<file path="src/rtl/blsm_pkg.sv">
`timescale 1ns / 1ps

package blsm_pkg;

    localparam int ADC_W   = 12;
    localparam int RATIO_W = 10;
    localparam int MV_W    = 14;
    localparam int FRAC_W  = 8;
    localparam int PROD_W  = ADC_W + RATIO_W;

    // Register map, word index within the configuration space.
    localparam logic [1:0] REG_DIVIDER_RATIO = 2'd0;
    localparam logic [1:0] REG_CRITICAL_MV   = 2'd1;
    localparam logic [1:0] REG_LOW_MV        = 2'd2;
    localparam logic [1:0] REG_FULL_MV       = 2'd3;

    localparam logic [RATIO_W-1:0] DIVIDER_RATIO_RESET = 10'd801;
    localparam logic [MV_W-1:0]    CRITICAL_MV_RESET   = 14'd3000;
    localparam logic [MV_W-1:0]    LOW_MV_RESET        = 14'd3400;
    localparam logic [MV_W-1:0]    FULL_MV_RESET       = 14'd4000;

    localparam logic [MV_W-1:0] DROP_STEP_MV    = 14'd10;
    localparam logic [MV_W-1:0] RISE_STEP_MV    = 14'd50;
    localparam logic [MV_W-1:0] DROP_CEILING_MV = 14'd4000;
    localparam logic [1:0]      DROP_LIMIT      = 2'd3;

    localparam logic [1:0] LEVEL_NONE      = 2'd0;
    localparam logic [1:0] LEVEL_CRITICAL  = 2'd1;
    localparam logic [1:0] LEVEL_LOW       = 2'd2;
    localparam logic [1:0] LEVEL_RECOVERED = 2'd3;

    localparam logic [1:0] SUPPLY_NONE     = 2'd0;
    localparam logic [1:0] SUPPLY_LOST     = 2'd1;
    localparam logic [1:0] SUPPLY_RESTORED = 2'd2;

    typedef struct packed {
        logic [ADC_W-1:0] adc_mv;
        logic             read_ok;
    } sample_t;

    typedef struct packed {
        logic [MV_W-1:0] average_mv;
        logic [1:0]      level_event;
        logic [1:0]      supply_event;
        logic            usb_present;
        logic            warming;
    } result_t;

endpackage

</file>
<file path="src/rtl/battery_level_and_supply_loss_monitor_core.sv">
`timescale 1ns / 1ps

// Battery level and supply loss monitor.
// Input channel (in_valid / in_stall / in_data) carries one ADC reading in
// millivolts and a read-ok flag per transfer. Output channel (out_valid /
// out_stall / out_data) returns exactly one result per input transfer.
// Thresholds and the divider ratio sit in an APB register file at byte
// addresses 0, 4, 8 and 12; write them only while the block is idle.
// A small microcode table sequences a shared datapath: scale, store into the
// ring, accumulate the ring one entry per cycle, then a restoring divider
// that retires one quotient bit per cycle, and last the threshold check.
// The first RING_DEPTH samples only fill the ring and skip the accumulate,
// divide and check steps; they return a warm-up result with no mean. A new
// sample is taken once the sequencer is back in its idle step, even if the
// last result still sits in the output register; while the sequencer works
// on one sample, the input stalls and no new sample is taken.
// Reset clears the ring, the latches, the counters and the output register
// and loads the register defaults. While the receiver stalls, the finished
// result holds in the output register and the sequencer waits in its last
// step until the register frees.
module battery_level_and_supply_loss_monitor_core #(
    parameter int RING_DEPTH = 5
) (
    input  logic                     clk,
    input  logic                     rst_n,
    input  logic                     in_valid,
    output logic                     in_stall,
    input  blsm_pkg::sample_t        in_data,
    output logic                     out_valid,
    input  logic                     out_stall,
    output blsm_pkg::result_t        out_data,
    input  logic                     psel,
    input  logic                     penable,
    input  logic                     pwrite,
    input  logic [3:0]               paddr,
    input  logic [31:0]              pwdata,
    output logic [31:0]              prdata,
    output logic                     pready
);

    localparam int MV_W     = blsm_pkg::MV_W;
    localparam int IDX_W    = (RING_DEPTH > 1) ? $clog2(RING_DEPTH) : 1;
    localparam int CNT_W    = $clog2(RING_DEPTH + 1);
    localparam int SUM_W    = MV_W + $clog2(RING_DEPTH);
    localparam int LOOP_MAX = (RING_DEPTH > SUM_W) ? RING_DEPTH : SUM_W;
    localparam int LOOP_W   = $clog2(LOOP_MAX);

    typedef enum logic [2:0] {
        ST_IDLE,
        ST_SCALE,
        ST_STORE,
        ST_ACC,
        ST_DIVINIT,
        ST_DIV,
        ST_CHECK,
        ST_EMIT
    } step_t;

    typedef enum logic [2:0] {
        OP_LOAD,
        OP_SCALE,
        OP_STORE,
        OP_ACC,
        OP_DIVINIT,
        OP_DIV,
        OP_CHECK,
        OP_EMIT
    } op_t;

    typedef enum logic [2:0] {
        COND_NEXT,
        COND_WAIT_IN,
        COND_WARM,
        COND_ACC_LOOP,
        COND_DIV_LOOP,
        COND_WAIT_OUT
    } cond_t;

    typedef struct packed {
        op_t   op;
        cond_t cond;
        step_t target;
    } ctrl_t;

    // Microcode table: one control word per step.
    function automatic ctrl_t microcode(input step_t s);
        ctrl_t w;
        case (s)
            ST_IDLE:    w = '{op: OP_LOAD,    cond: COND_WAIT_IN,  target: ST_SCALE};
            ST_SCALE:   w = '{op: OP_SCALE,   cond: COND_NEXT,     target: ST_STORE};
            ST_STORE:   w = '{op: OP_STORE,   cond: COND_WARM,     target: ST_EMIT};
            ST_ACC:     w = '{op: OP_ACC,     cond: COND_ACC_LOOP, target: ST_ACC};
            ST_DIVINIT: w = '{op: OP_DIVINIT, cond: COND_NEXT,     target: ST_DIV};
            ST_DIV:     w = '{op: OP_DIV,     cond: COND_DIV_LOOP, target: ST_DIV};
            ST_CHECK:   w = '{op: OP_CHECK,   cond: COND_NEXT,     target: ST_EMIT};
            ST_EMIT:    w = '{op: OP_EMIT,    cond: COND_WAIT_OUT, target: ST_IDLE};
            default:    w = '{op: OP_LOAD,    cond: COND_WAIT_IN,  target: ST_SCALE};
        endcase
        return w;
    endfunction

    step_t                            pc_reg, pc_next;
    logic [LOOP_W-1:0]                lp_reg, lp_next;
    blsm_pkg::sample_t                in_reg, in_next;
    logic [MV_W-1:0]                  v_reg, v_next;
    logic [MV_W-1:0]                  ring_reg [RING_DEPTH];
    logic [MV_W-1:0]                  ring_next [RING_DEPTH];
    logic [IDX_W-1:0]                 ptr_reg, ptr_next;
    logic [CNT_W-1:0]                 warm_reg, warm_next;
    logic [MV_W-1:0]                  good_reg, good_next;
    logic                             good_valid_reg, good_valid_next;
    logic [MV_W-1:0]                  prev_reg, prev_next;
    logic                             low_l_reg, low_l_next;
    logic                             crit_l_reg, crit_l_next;
    logic                             lost_reg, lost_next;
    logic [1:0]                       drop_reg, drop_next;
    logic [SUM_W-1:0]                 sum_reg, sum_next;
    logic [CNT_W-1:0]                 cnt_reg, cnt_next;
    logic [SUM_W-1:0]                 quo_reg, quo_next;
    logic [CNT_W-1:0]                 rem_reg, rem_next;
    blsm_pkg::result_t                res_reg, res_next;
    logic                             out_valid_reg, out_valid_next;
    blsm_pkg::result_t                out_reg, out_next;
    logic [blsm_pkg::RATIO_W-1:0]     ratio_reg, ratio_next;
    logic [MV_W-1:0]                  crit_mv_reg, crit_mv_next;
    logic [MV_W-1:0]                  low_mv_reg, low_mv_next;
    logic [MV_W-1:0]                  full_mv_reg, full_mv_next;

    ctrl_t                            ctrl;
    logic                             in_xfer;
    logic                             out_free;
    logic                             warming;
    logic                             cfg_write;
    logic [blsm_pkg::PROD_W-1:0]      product;
    logic [IDX_W:0]                   ptr_inc;
    logic [MV_W-1:0]                  ring_rd;
    logic [CNT_W:0]                   rem_shift;
    logic                             quo_bit;
    logic [MV_W-1:0]                  mean;
    logic                             crit_fire, low_fire, rec_fire;
    logic                             crit_l1, low_l1;
    logic                             both_pos, fell, rose;
    logic [1:0]                       drop_step;
    logic [1:0]                       level;
    logic [1:0]                       supply;
    logic                             lost_after;
    logic [1:0]                       drop_after;

    assign ctrl      = microcode(pc_reg);
    assign in_stall  = (pc_reg != ST_IDLE);
    assign in_xfer   = in_valid && !in_stall;
    assign out_valid = out_valid_reg;
    assign out_data  = out_reg;
    assign out_free  = !out_valid_reg || !out_stall;
    assign warming   = (warm_reg < CNT_W'(RING_DEPTH));
    assign pready    = 1'b1;
    assign cfg_write = psel && penable && pwrite;

    assign product   = blsm_pkg::PROD_W'(in_reg.adc_mv) * blsm_pkg::PROD_W'(ratio_reg);
    assign ptr_inc   = {1'b0, ptr_reg} + (IDX_W + 1)'(1);
    assign ring_rd   = ring_reg[lp_reg[IDX_W-1:0]];
    assign rem_shift = {rem_reg, quo_reg[SUM_W-1]};
    assign quo_bit   = (rem_shift >= {1'b0, cnt_reg});

    // Threshold and supply checks on the finished mean.
    always_comb
    begin
        mean      = (cnt_reg == '0) ? '0 : quo_reg[MV_W-1:0];
        crit_fire = (mean < crit_mv_reg) && !crit_l_reg;
        low_fire  = (mean < low_mv_reg) && (mean >= crit_mv_reg) && !low_l_reg;
        crit_l1   = crit_l_reg || crit_fire;
        low_l1    = low_l_reg || low_fire;
        rec_fire  = (mean >= full_mv_reg) && (crit_l1 || low_l1);
        if (rec_fire)
            level = blsm_pkg::LEVEL_RECOVERED;
        else if (low_fire)
            level = blsm_pkg::LEVEL_LOW;
        else if (crit_fire)
            level = blsm_pkg::LEVEL_CRITICAL;
        else
            level = blsm_pkg::LEVEL_NONE;

        both_pos = (prev_reg != '0) && (mean != '0);
        fell     = (prev_reg > mean) && ((prev_reg - mean) > blsm_pkg::DROP_STEP_MV);
        rose     = (mean > prev_reg) && ((mean - prev_reg) > blsm_pkg::RISE_STEP_MV);
        if (fell && (mean < blsm_pkg::DROP_CEILING_MV))
            drop_step = (drop_reg < blsm_pkg::DROP_LIMIT) ? drop_reg + 2'd1 : drop_reg;
        else if (rose)
            drop_step = 2'd0;
        else
            drop_step = drop_reg;

        supply     = blsm_pkg::SUPPLY_NONE;
        lost_after = lost_reg;
        drop_after = drop_reg;
        if (both_pos)
        begin
            drop_after = drop_step;
            if ((drop_step >= blsm_pkg::DROP_LIMIT) && !lost_reg)
            begin
                supply     = blsm_pkg::SUPPLY_LOST;
                lost_after = 1'b1;
                drop_after = 2'd0;
            end
            else if (rose && lost_reg)
            begin
                supply     = blsm_pkg::SUPPLY_RESTORED;
                lost_after = 1'b0;
            end
        end
    end

    always_comb
    begin
        case (paddr[3:2])
            blsm_pkg::REG_DIVIDER_RATIO: prdata = 32'(ratio_reg);
            blsm_pkg::REG_CRITICAL_MV:   prdata = 32'(crit_mv_reg);
            blsm_pkg::REG_LOW_MV:        prdata = 32'(low_mv_reg);
            blsm_pkg::REG_FULL_MV:       prdata = 32'(full_mv_reg);
            default:                     prdata = '0;
        endcase
    end

    // Datapath and sequencer next state.
    always_comb
    begin
        pc_next         = pc_reg;
        lp_next         = lp_reg;
        in_next         = in_reg;
        v_next          = v_reg;
        ring_next       = ring_reg;
        ptr_next        = ptr_reg;
        warm_next       = warm_reg;
        good_next       = good_reg;
        good_valid_next = good_valid_reg;
        prev_next       = prev_reg;
        low_l_next      = low_l_reg;
        crit_l_next     = crit_l_reg;
        lost_next       = lost_reg;
        drop_next       = drop_reg;
        sum_next        = sum_reg;
        cnt_next        = cnt_reg;
        quo_next        = quo_reg;
        rem_next        = rem_reg;
        res_next        = res_reg;
        out_valid_next  = out_valid_reg;
        out_next        = out_reg;
        ratio_next      = ratio_reg;
        crit_mv_next    = crit_mv_reg;
        low_mv_next     = low_mv_reg;
        full_mv_next    = full_mv_reg;

        if (out_valid_reg && !out_stall)
            out_valid_next = 1'b0;

        if (cfg_write)
        begin
            case (paddr[3:2])
                blsm_pkg::REG_DIVIDER_RATIO: ratio_next = pwdata[blsm_pkg::RATIO_W-1:0];
                blsm_pkg::REG_CRITICAL_MV:   crit_mv_next = pwdata[MV_W-1:0];
                blsm_pkg::REG_LOW_MV:        low_mv_next = pwdata[MV_W-1:0];
                blsm_pkg::REG_FULL_MV:       full_mv_next = pwdata[MV_W-1:0];
                default:                     ratio_next = ratio_reg;
            endcase
        end

        case (ctrl.op)
            OP_LOAD:
            begin
                if (in_xfer)
                    in_next = in_data;
            end
            OP_SCALE:
            begin
                if (in_reg.read_ok)
                begin
                    v_next          = product[blsm_pkg::FRAC_W +: MV_W];
                    good_next       = product[blsm_pkg::FRAC_W +: MV_W];
                    good_valid_next = 1'b1;
                end
                else
                begin
                    v_next = good_valid_reg ? good_reg : '0;
                end
            end
            OP_STORE:
            begin
                lp_next  = '0;
                sum_next = '0;
                cnt_next = '0;
                if (warming)
                begin
                    ring_next[warm_reg[IDX_W-1:0]] = v_reg;
                    warm_next = warm_reg + CNT_W'(1);
                    res_next  = '{average_mv: '0,
                                  level_event: blsm_pkg::LEVEL_NONE,
                                  supply_event: blsm_pkg::SUPPLY_NONE,
                                  usb_present: !lost_reg,
                                  warming: 1'b1};
                end
                else
                begin
                    ring_next[ptr_reg] = v_reg;
                    ptr_next = (ptr_inc >= (IDX_W + 1)'(RING_DEPTH)) ? '0 : ptr_inc[IDX_W-1:0];
                end
            end
            OP_ACC:
            begin
                if (ring_rd != '0)
                begin
                    sum_next = sum_reg + SUM_W'(ring_rd);
                    cnt_next = cnt_reg + CNT_W'(1);
                end
                lp_next = lp_reg + LOOP_W'(1);
            end
            OP_DIVINIT:
            begin
                quo_next = sum_reg;
                rem_next = '0;
                lp_next  = '0;
            end
            OP_DIV:
            begin
                // Restoring division, one quotient bit per step.
                if (quo_bit)
                    rem_next = rem_shift[CNT_W-1:0] - cnt_reg;
                else
                    rem_next = rem_shift[CNT_W-1:0];
                quo_next = {quo_reg[SUM_W-2:0], quo_bit};
                lp_next  = lp_reg + LOOP_W'(1);
            end
            OP_CHECK:
            begin
                crit_l_next = rec_fire ? 1'b0 : crit_l1;
                low_l_next  = rec_fire ? 1'b0 : low_l1;
                lost_next   = lost_after;
                drop_next   = drop_after;
                prev_next   = mean;
                res_next    = '{average_mv: mean,
                                level_event: level,
                                supply_event: supply,
                                usb_present: !lost_after,
                                warming: 1'b0};
            end
            OP_EMIT:
            begin
                if (out_free)
                begin
                    out_valid_next = 1'b1;
                    out_next       = res_reg;
                end
            end
            default:
            begin
                pc_next = pc_reg;
            end
        endcase

        case (ctrl.cond)
            COND_NEXT:     pc_next = step_t'(pc_reg + 3'd1);
            COND_WAIT_IN:  pc_next = in_xfer ? ctrl.target : pc_reg;
            COND_WARM:     pc_next = warming ? ctrl.target : step_t'(pc_reg + 3'd1);
            COND_ACC_LOOP: pc_next = (lp_reg == LOOP_W'(RING_DEPTH - 1)) ?
                                     step_t'(pc_reg + 3'd1) : ctrl.target;
            COND_DIV_LOOP: pc_next = (lp_reg == LOOP_W'(SUM_W - 1)) ?
                                     step_t'(pc_reg + 3'd1) : ctrl.target;
            COND_WAIT_OUT: pc_next = out_free ? ctrl.target : pc_reg;
            default:       pc_next = ST_IDLE;
        endcase
    end

    always_ff @(posedge clk or negedge rst_n)
    begin
        if (!rst_n)
        begin
            pc_reg         <= ST_IDLE;
            lp_reg         <= '0;
            in_reg         <= '0;
            v_reg          <= '0;
            for (int i = 0; i < RING_DEPTH; i++)
                ring_reg[i] <= '0;
            ptr_reg        <= '0;
            warm_reg       <= '0;
            good_reg       <= '0;
            good_valid_reg <= 1'b0;
            prev_reg       <= '0;
            low_l_reg      <= 1'b0;
            crit_l_reg     <= 1'b0;
            lost_reg       <= 1'b0;
            drop_reg       <= '0;
            sum_reg        <= '0;
            cnt_reg        <= '0;
            quo_reg        <= '0;
            rem_reg        <= '0;
            res_reg        <= '0;
            out_valid_reg  <= 1'b0;
            out_reg        <= '0;
            ratio_reg      <= blsm_pkg::DIVIDER_RATIO_RESET;
            crit_mv_reg    <= blsm_pkg::CRITICAL_MV_RESET;
            low_mv_reg     <= blsm_pkg::LOW_MV_RESET;
            full_mv_reg    <= blsm_pkg::FULL_MV_RESET;
        end
        else
        begin
            pc_reg         <= pc_next;
            lp_reg         <= lp_next;
            in_reg         <= in_next;
            v_reg          <= v_next;
            ring_reg       <= ring_next;
            ptr_reg        <= ptr_next;
            warm_reg       <= warm_next;
            good_reg       <= good_next;
            good_valid_reg <= good_valid_next;
            prev_reg       <= prev_next;
            low_l_reg      <= low_l_next;
            crit_l_reg     <= crit_l_next;
            lost_reg       <= lost_next;
            drop_reg       <= drop_next;
            sum_reg        <= sum_next;
            cnt_reg        <= cnt_next;
            quo_reg        <= quo_next;
            rem_reg        <= rem_next;
            res_reg        <= res_next;
            out_valid_reg  <= out_valid_next;
            out_reg        <= out_next;
            ratio_reg      <= ratio_next;
            crit_mv_reg    <= crit_mv_next;
            low_mv_reg     <= low_mv_next;
            full_mv_reg    <= full_mv_next;
        end
    end

    // A saturated drop count is only ever left standing once loss is latched.
    assert property (@(posedge clk) disable iff (!rst_n)
        (drop_reg == blsm_pkg::DROP_LIMIT) |-> lost_reg)
        else $error("drop counter saturated without latched supply loss");

    assert property (@(posedge clk) disable iff (!rst_n)
        in_xfer |=> (pc_reg == ST_SCALE))
        else $error("sequencer did not start after an input transfer");

    assert property (@(posedge clk) disable iff (!rst_n)
        (out_valid && out_data.warming) |->
            ((out_data.level_event == blsm_pkg::LEVEL_NONE) &&
             (out_data.supply_event == blsm_pkg::SUPPLY_NONE) &&
             (out_data.average_mv == '0)))
        else $error("warm-up result carries a mean or an event");

    assert property (@(posedge clk) disable iff (!rst_n)
        (out_valid && (out_data.supply_event == blsm_pkg::SUPPLY_LOST)) |->
            !out_data.usb_present)
        else $error("usb lost reported while usb still shown present");

endmodule
</file>
<file path="config.mk">
export PLATFORM = sky130hd
export DESIGN_NAME = battery_level_and_supply_loss_monitor_core
export DESIGN_NICKNAME = d
export VERILOG_FILES = /design/src/rtl/blsm_pkg.sv /design/src/rtl/battery_level_and_supply_loss_monitor_core.sv
export SDC_FILE = /design/constraint.sdc
export NUM_CORES = 1
export LEC_CHECK = 0
export BUFFER_PORTS_ARGS = -buffer_cell sky130_fd_sc_hd__buf_2
export CAP_MARGIN = 20
export CORE_MARGIN = 2
export CORE_UTILIZATION = 60
export DETAILED_ROUTE_END_ITERATION = 7
export GPL_TIMING_DRIVEN = 1
export HOLD_SLACK_MARGIN = 0.06
export PLACE_DENSITY = 0.84
export SLEW_MARGIN = 30
export SYNTH_ARGS = -nofsm -noshare
export SYNTH_HDL_FRONTEND = slang
export SYNTH_SLANG_ARGS = --single-unit
</file>
<file path="constraint.sdc">
create_clock -name clk -period 5.7 [get_ports clk]
set_input_delay 0.57 -clock clk [delete_from_list [all_inputs] [get_ports clk]]
set_output_delay 0.57 -clock clk [all_outputs]
set_load 0.1 [all_outputs]
</file>
==> summary.txt, run 1 <==
Critical path
  • WP data required: 6120 ps
  • Critical path type: reg -> reg
  • Crit path to: good_reg[13]
  • CP delay by family, top: adder cells
  • R2R setup slack: 200 ps
  • Worst Path Max Fanout: 14
  • Max stage delay on crit path: 550 ps
  • Buf/Inv on CP: 4
  • Critical-path cell list: and2_1 -> fa_1 -> fa_1 -> inv_1 -> fa_1 -> inv_1 -> fa_1 -> inv_1 -> fa_1 -> inv_1 -> ha_1 -> and3_1 -> o31ai_1 -> nand3_1 -> a21oi_2 -> o31ai_2 -> a21oi_2 -> o21bai_1 -> xnor2_1 -> o21ai_0
  • Critical Path Slowest Stage Cell: fa_1
  • Worst R2R Start: ratio_reg[5]
  • CP Launch Point: ratio_reg[5]
  • Reg2reg end: good_reg[13]
  • FF-to-FF path depth: 20
  • Most used cell, CP: fa_1
  • CP Launch Type: flop
  • Worst path arrival time: 5920 ps
  • Crit path depth: 20
  • Crit. End Element: flop

Synth
  • Number of distinct library cells after synthesis: approximately 90
  • EDFF count, synth: 0
  • Mapped Avg Cell Area: 9.93 sq um
  • FF+latch count, synth: 278
  • Asr flop ratio synth: 1.00
  • Post-Synth Simple-Gate Area: 0.126
  • Syn Inst Count: 1939
  • Xor/xnor cell area share of the yosys netlist: 0.0177
  • Commonest register cell after synthesis: dfrtp_1
  • Mux cell area share after synthesis: 0.127
  • Ys Warns: 0
  • Seq/Total Area, Yosys: 0.363
  • Adder-Cell Fraction of Synth Area: 0.176
  • Largest family of logic cells by synthesized area: adder cells
  • Synth Area in Compound Gates: 0.126
  • Post-synthesis cell area: around 19000 sq um

Layout
  • Ant diodes: 0
  • Most common cell after layout, fill and taps aside: dfrtp_1
  • Multi-input logic area: 11200 sq um
  • Max reg flops: 70
  • Layout cell share with drive strength beyond 1: 0.195
  • Most frequent cells in the layout: 253 x dfrtp_1, 202 x nand2_1, 190 x inv_1
  • Area grow syn2layout: 9.55%
  • Fill cells: about 2400
  • Register area: 7000 sq um
  • Layout Utilization: 0.669
  • Layout net count: 2262

Route
  • Drt total wl: 45600 um
  • DRC: 0
  • Iter 0 DRT Violations: about 1200
  • Avg Vias per Cell: around 6.1
  • ANT nets after route: 0
  • Routed WL per cell: ~19 um
  • Via count: 14600
  • DRT Pass-1 Iters: 5

STA
  • Worst Tran Pin Value: ~920 ps
  • Final setup violating endpoints: 0
  • Final Max Tran Viols: 0
  • PnR worst setup slack: just over 200 ps
  • FMAX: 0.182 GHz
  • Final hold vios: 0
  • Tmin final: 5500 ps
  • Fin crit share: 0.964
  • Skew final: 20.3 ps
  • Slew Limit Headroom: 0.382

Placed design
  • Port bufs: 71
  • Placer Congestion: 0.895
  • Pre-CTS WS: 112 ps
  • DP HPWL: ~32000 um

Floorplanning
  • IO Count: 111
  • FP Rows: 65
  • Die area: 33500 sq um
  • Core footprint: 31600 sq um
  • Die H: between 150 and 200 um
  • Starting density of the core: 0.610
  • Die outline width: 183 um

GRT
  • GRT Util Overall: 0.280
  • First-pass GRT wire length: around 76000 um
  • Initial antenna violation count: 0
  • Remaining global-route overflow: 0
  • Largest net degree at the start of global routing: between 150 and 200
  • Number of global-route vias before repair: 15300

Clock tree
  • Worst-path clk slew: 70 ps
  • Clock Sinks: 278
  • CTS tree: yes
  • Clock root cell: clkbuf_16
  • Largest buffer count on any clock path: 3
  • CTS H-tree depth: 1
  • Cts bufs inserted: 31
  • Clk_lat worst skew: 580 ps

Job
  • Total of max-cap violations: 0

Worst hold path
  • Worst Hold Class: in -> reg

Status
  • Outcome: finished clean
what timing repair did:
item / CTS / global route
hold buffers: 0 / 1
buffers inserted: 0 / 2
setup endpoints to repair: 0 / 11
gates resized for setup: 0 / 12
hold endpoints to repair: 0 / 40
cell usage after synthesis, types with 20 or more instances:
cell type,n,area share
xnor2_1,23,0.010
inv_1,190,0.037
ha_1,142,0.092
a21o_1,20,0.0078
a21oi_1,78,0.020
nand2_1,202,0.039
fa_1,80,0.083
mux2i_1,35,0.018
nor2_1,99,0.019
nand3_1,43,0.011
dfrtp_1,256,0.33
dfstp_2,22,0.030
clkbuf_1,71,0.014
and2_1,60,0.019
o21ai_0,125,0.032
mux2_2,162,0.095
worst min path at each step:
stage            startpoint               to  slack [ps]  cells past startpoint
2_1_floorplan         rst_n       cnt_reg[0]         270                      0
3_3_place_gp   good_reg[13]     good_reg[13]         450                      2
3_5_place_dp   good_reg[13]     good_reg[13]         470                      2
4_1_cts               rst_n  crit_mv_reg[10]         140                      1
5_1_grt          in_data[2]        in_reg[2]         230                      2
6_report         in_data[5]        in_reg[5]         220                      2
area by class of cell:
cell class | instances | share of cell area
Clock buffer | 43 | 0.0413
Clock inverter | 15 | 0.00890
Inverter | 192 | 0.0342
Multi-Input combinational cell | 1377 | 0.529
Sequential cell | 278 | 0.332
Tap cell | 402 | 0.0238
Timing Repair Buffer | 104 | 0.0307
logic make-up (layout without fill, tap and decap cells):
family,count (synthesis),after routing
AO/OA/AOI/OAI,373,373
buffers and inverters,301,354
multiplexers,210,210
flip-flops,278,278
XOR/XNOR,39,39
other,2,19
adder cells (fa/ha/maj),223,223
AND/OR/NAND/NOR,513,513
metal layers:
layer	part of all wire	track usage
met3	0.053	0.0411
met1	0.41	0.361
met4	0.036	0.107
met2	0.50	0.480
met5	0	0
metrics by stage:
step                hold slack, ps  cell area [sq um]  TNS [ps]  cells
floorplan                      274              19300         0   1956
finish                         220              21100         0   2411
global placement               455              19900         0   2349
global route                   227              21100     -26.1   2411
detailed placement             465              19900         0   2349
CTS                            136              21000         0   2407
worst register-to-register path, delay by kind of cell (launching register included):
family | cells | cell delay (ps)
xor+xnor | 1 | 220
simple gates | 3 | 620
compound gates | 6 | 930
buf+inv | 4 | 200
fa+ha+maj | 6 | 2840
flops | 1 | 530
Power of run 1 is left out: the tool's default activity adds up to more than one toggle a clock period on the data nets, which glitch-free logic cannot reach.
==> run 2, diff against run 1 <==
==> constraint.sdc (replaced) <==
create_clock -name clk -period 5.9 [get_ports clk]
set_input_delay 0.59 -clock clk [delete_from_list [all_inputs] [get_ports clk]]
set_output_delay 0.59 -clock clk [all_outputs]
set_load 0.1 [all_outputs]
==> run 2 against run 1 <==
Compared with the run above: via count down 0.44%; cell count down 0.46%; worst setup slack better by 85 ps; worst hold slack better by 33 ps; first-iteration DRC count down 28%; critical path depth down 2; design area down 0.79%; register-to-register slack better by 90 ps; global-route usage down 0.29 points; highest routed layer unchanged.
==> summary.txt, run 2 (synthesized netlist as in run 1, its figures left out) <==
Status
  • Outcome: finished clean

Layout
  • Area grow syn2layout: 8.68%
  • Layout net count: 2254 (-0.35%)
  • Fill cells: 2357 (-0.80%)
  • Most frequent cells in the layout: 254 x dfrtp_1, 202 x nand2_1, 190 x inv_1
  • Max reg flops: 70 (unchanged)
  • Ant diodes: 0 (unchanged)
  • Most common cell after layout, fill and taps aside: dfrtp_1
  • Post-route cell area: 20900 sq um (-0.79%)
  • Layout cell share with drive strength beyond 1: 0.188 (-0.00644)
  • Layout Cells excl Fill: 2400 (-0.46%)

Floorplanning
  • Die outline width: 183 um (unchanged)
  • FP Rows: 65 (unchanged)
  • Core footprint: 31600 sq um (unchanged)
  • IO Count: 111 (unchanged)
  • Die H: 183 um (unchanged)
  • Starting density of the core: 0.610 (unchanged)
  • Die area: 33500 sq um (unchanged)

Placed design
  • DP HPWL: 32600 um (+0.32%)
  • Placer Congestion: 0.898 (+0.32%)
  • Placed insts: 2344 (-0.21%)
  • Port bufs: 71 (unchanged)
  • Placed Area: 19900 sq um (-0.17%)

Clock tree
  • Worst-path clk slew: 70 ps (about the same)
  • Largest buffer count on any clock path: 3 (unchanged)
  • Cts bufs inserted: 30 (-3.2%)
  • Clk_lat worst skew: 560 ps (-20 ps)
  • CTS tree: yes
  • Post-CTS Setup Inserts: 0 (unchanged)
  • CTS H-tree depth: 1 (unchanged)
  • Clock root cell: clkbuf_16
  • Clock Sinks: 278 (unchanged)

Worst hold path
  • Worst Hold Class: in -> reg

STA
  • TNS Setup: 0 ps (unchanged)
  • Final Max Tran Viols: 0 (unchanged)
  • Slew Limit Headroom: 0.349 (-0.0332)
  • Worst Tran Pin Value: 970 ps (+49.5 ps)
  • Final hold vios: 0 (unchanged)
  • Tmin final: 5610 ps (+115 ps)
  • Skew final: 14.2 ps (-6.15 ps)
  • Fin crit share: 0.951 (-0.0132)
  • FMAX: 0.178 GHz (-2.0%)
  • Final setup violating endpoints: 0 (unchanged)

Route
  • Avg Vias per Cell: 6.07 (about the same)
  • Drt total wl: 45100 um (-1.1%)
  • Iter 0 DRT Violations: 869 (-28%)
  • Routed WL per cell: 18.8 um (-0.67%)
  • ANT nets after route: 0 (unchanged)
  • DRC: 0 (unchanged)
  • Via count: 14600 (-0.44%)
  • DRT Pass-1 Iters: 5 (unchanged)

Critical path
  • Worst path arrival time: 6080 ps (+160 ps)
  • WP data required: 6370 ps (+250 ps)
  • Max stage delay on crit path: 720 ps (+170 ps)
  • Critical-path cell list: nand2_1 -> fa_1 -> fa_1 -> fa_1 -> fa_1 -> inv_1 -> fa_1 -> ha_1 -> o21a_1 -> o21ai_0 -> nand2b_1 -> a21o_1 -> nand2_1 -> nor2_1 -> a31oi_1 -> xnor2_1 -> a21oi_1 -> o21ai_0
  • CP delay by family, top: adder cells
  • Critical path type: reg -> reg
  • Critical Path Slowest Stage Cell: dfstp_2
  • Crit. End Element: flop
  • CP Launch Type: flop
  • Worst Path Max Fanout: 14 (unchanged)
  • Most used cell, CP: fa_1
  • Buf/Inv on CP: 1 (-3)

GRT
  • GRT Util Overall: 0.277 (-0.00292)
  • Number of global-route vias before repair: 15100 (-1.0%)
  • Initial antenna violation count: 0 (unchanged)
  • Largest net degree at the start of global routing: 158 (+1.3%)
  • Remaining global-route overflow: 0 (unchanged)
  • First-pass GRT wire length: 75100 um (-1.4%)

Job
  • Total of max-cap violations: 0 (unchanged)
==> run 2: what timing repair did <==
action	in CTS	in global routing
hold endpoints to repair	0	42
gates resized for setup	0	5
endpoints found under the setup margin	0	6
hold buffers	0	1
==> run 2: final timing paths <==
path | from | endpoint | slack (ps) | cells after the start
max in group asynchronous | rst_n | v_reg[1] | 3800 | 4
min in group asynchronous | rst_n | crit_mv_reg[10] | 550 | 2
max reg2reg | ratio_reg[9] | v_reg[10] | 290 | 18
min reg2reg | good_reg[12] | good_reg[12] | 480 | 2
max | ratio_reg[9] | v_reg[10] | 290 | 18
min | in_data[5] | in_reg[5] | 250 | 2
==> run 2: worst register-to-register path, stage by stage, from the launching register on <==
cell and delay, ps:
dfstp_2 720, nand2_1 140, fa_1 520, fa_1 540, fa_1 520, fa_1 560
inv_1 60, fa_1 490, ha_1 360, o21a_1 190, o21ai_0 210, nand2b_1 120
a21o_1 190, nand2_1 120, nor2_1 80, a31oi_1 230, xnor2_1 220, a21oi_1 110
o21ai_0 170
==> run 2: layout make-up <==
| type | count | area (sq um) | share of cell area |
|---|---|---|---|
| Tap cell | 402 | 503 | 0.0240 |
| Clock inverter | 8 | 55.1 | 0.00263 |
| Sequential cell | 278 | 6990 | 0.334 |
| Clock buffer | 46 | 922 | 0.0441 |
| Multi-Input combinational cell | 1377 | 11100 | 0.533 |
| Inverter | 192 | 721 | 0.0344 |
| Timing Repair Buffer | 97 | 596 | 0.0285 |
==> run 2: metal layers <==
metal / up-vias / global-route usage / share of wire
met1: 7291 / 0.349 / 0.41
met5: - / 0 / 0
met3: 117 / 0.0373 / 0.052
met2: 457 / 0.485 / 0.50
met4: 0 / 0.108 / 0.037
li1: 6697 / - / -
==> run 2: stage by stage <==
step,util,setup WS [ps],hold WS (ps)
global route,0.663,-8.34,252
detailed placement,0.630,267,465
CTS,0.661,241,170
finish,0.663,287,253
floorplan,-,685,294
global placement,0.630,427,455
Power of run 2 is left out for the same reason.
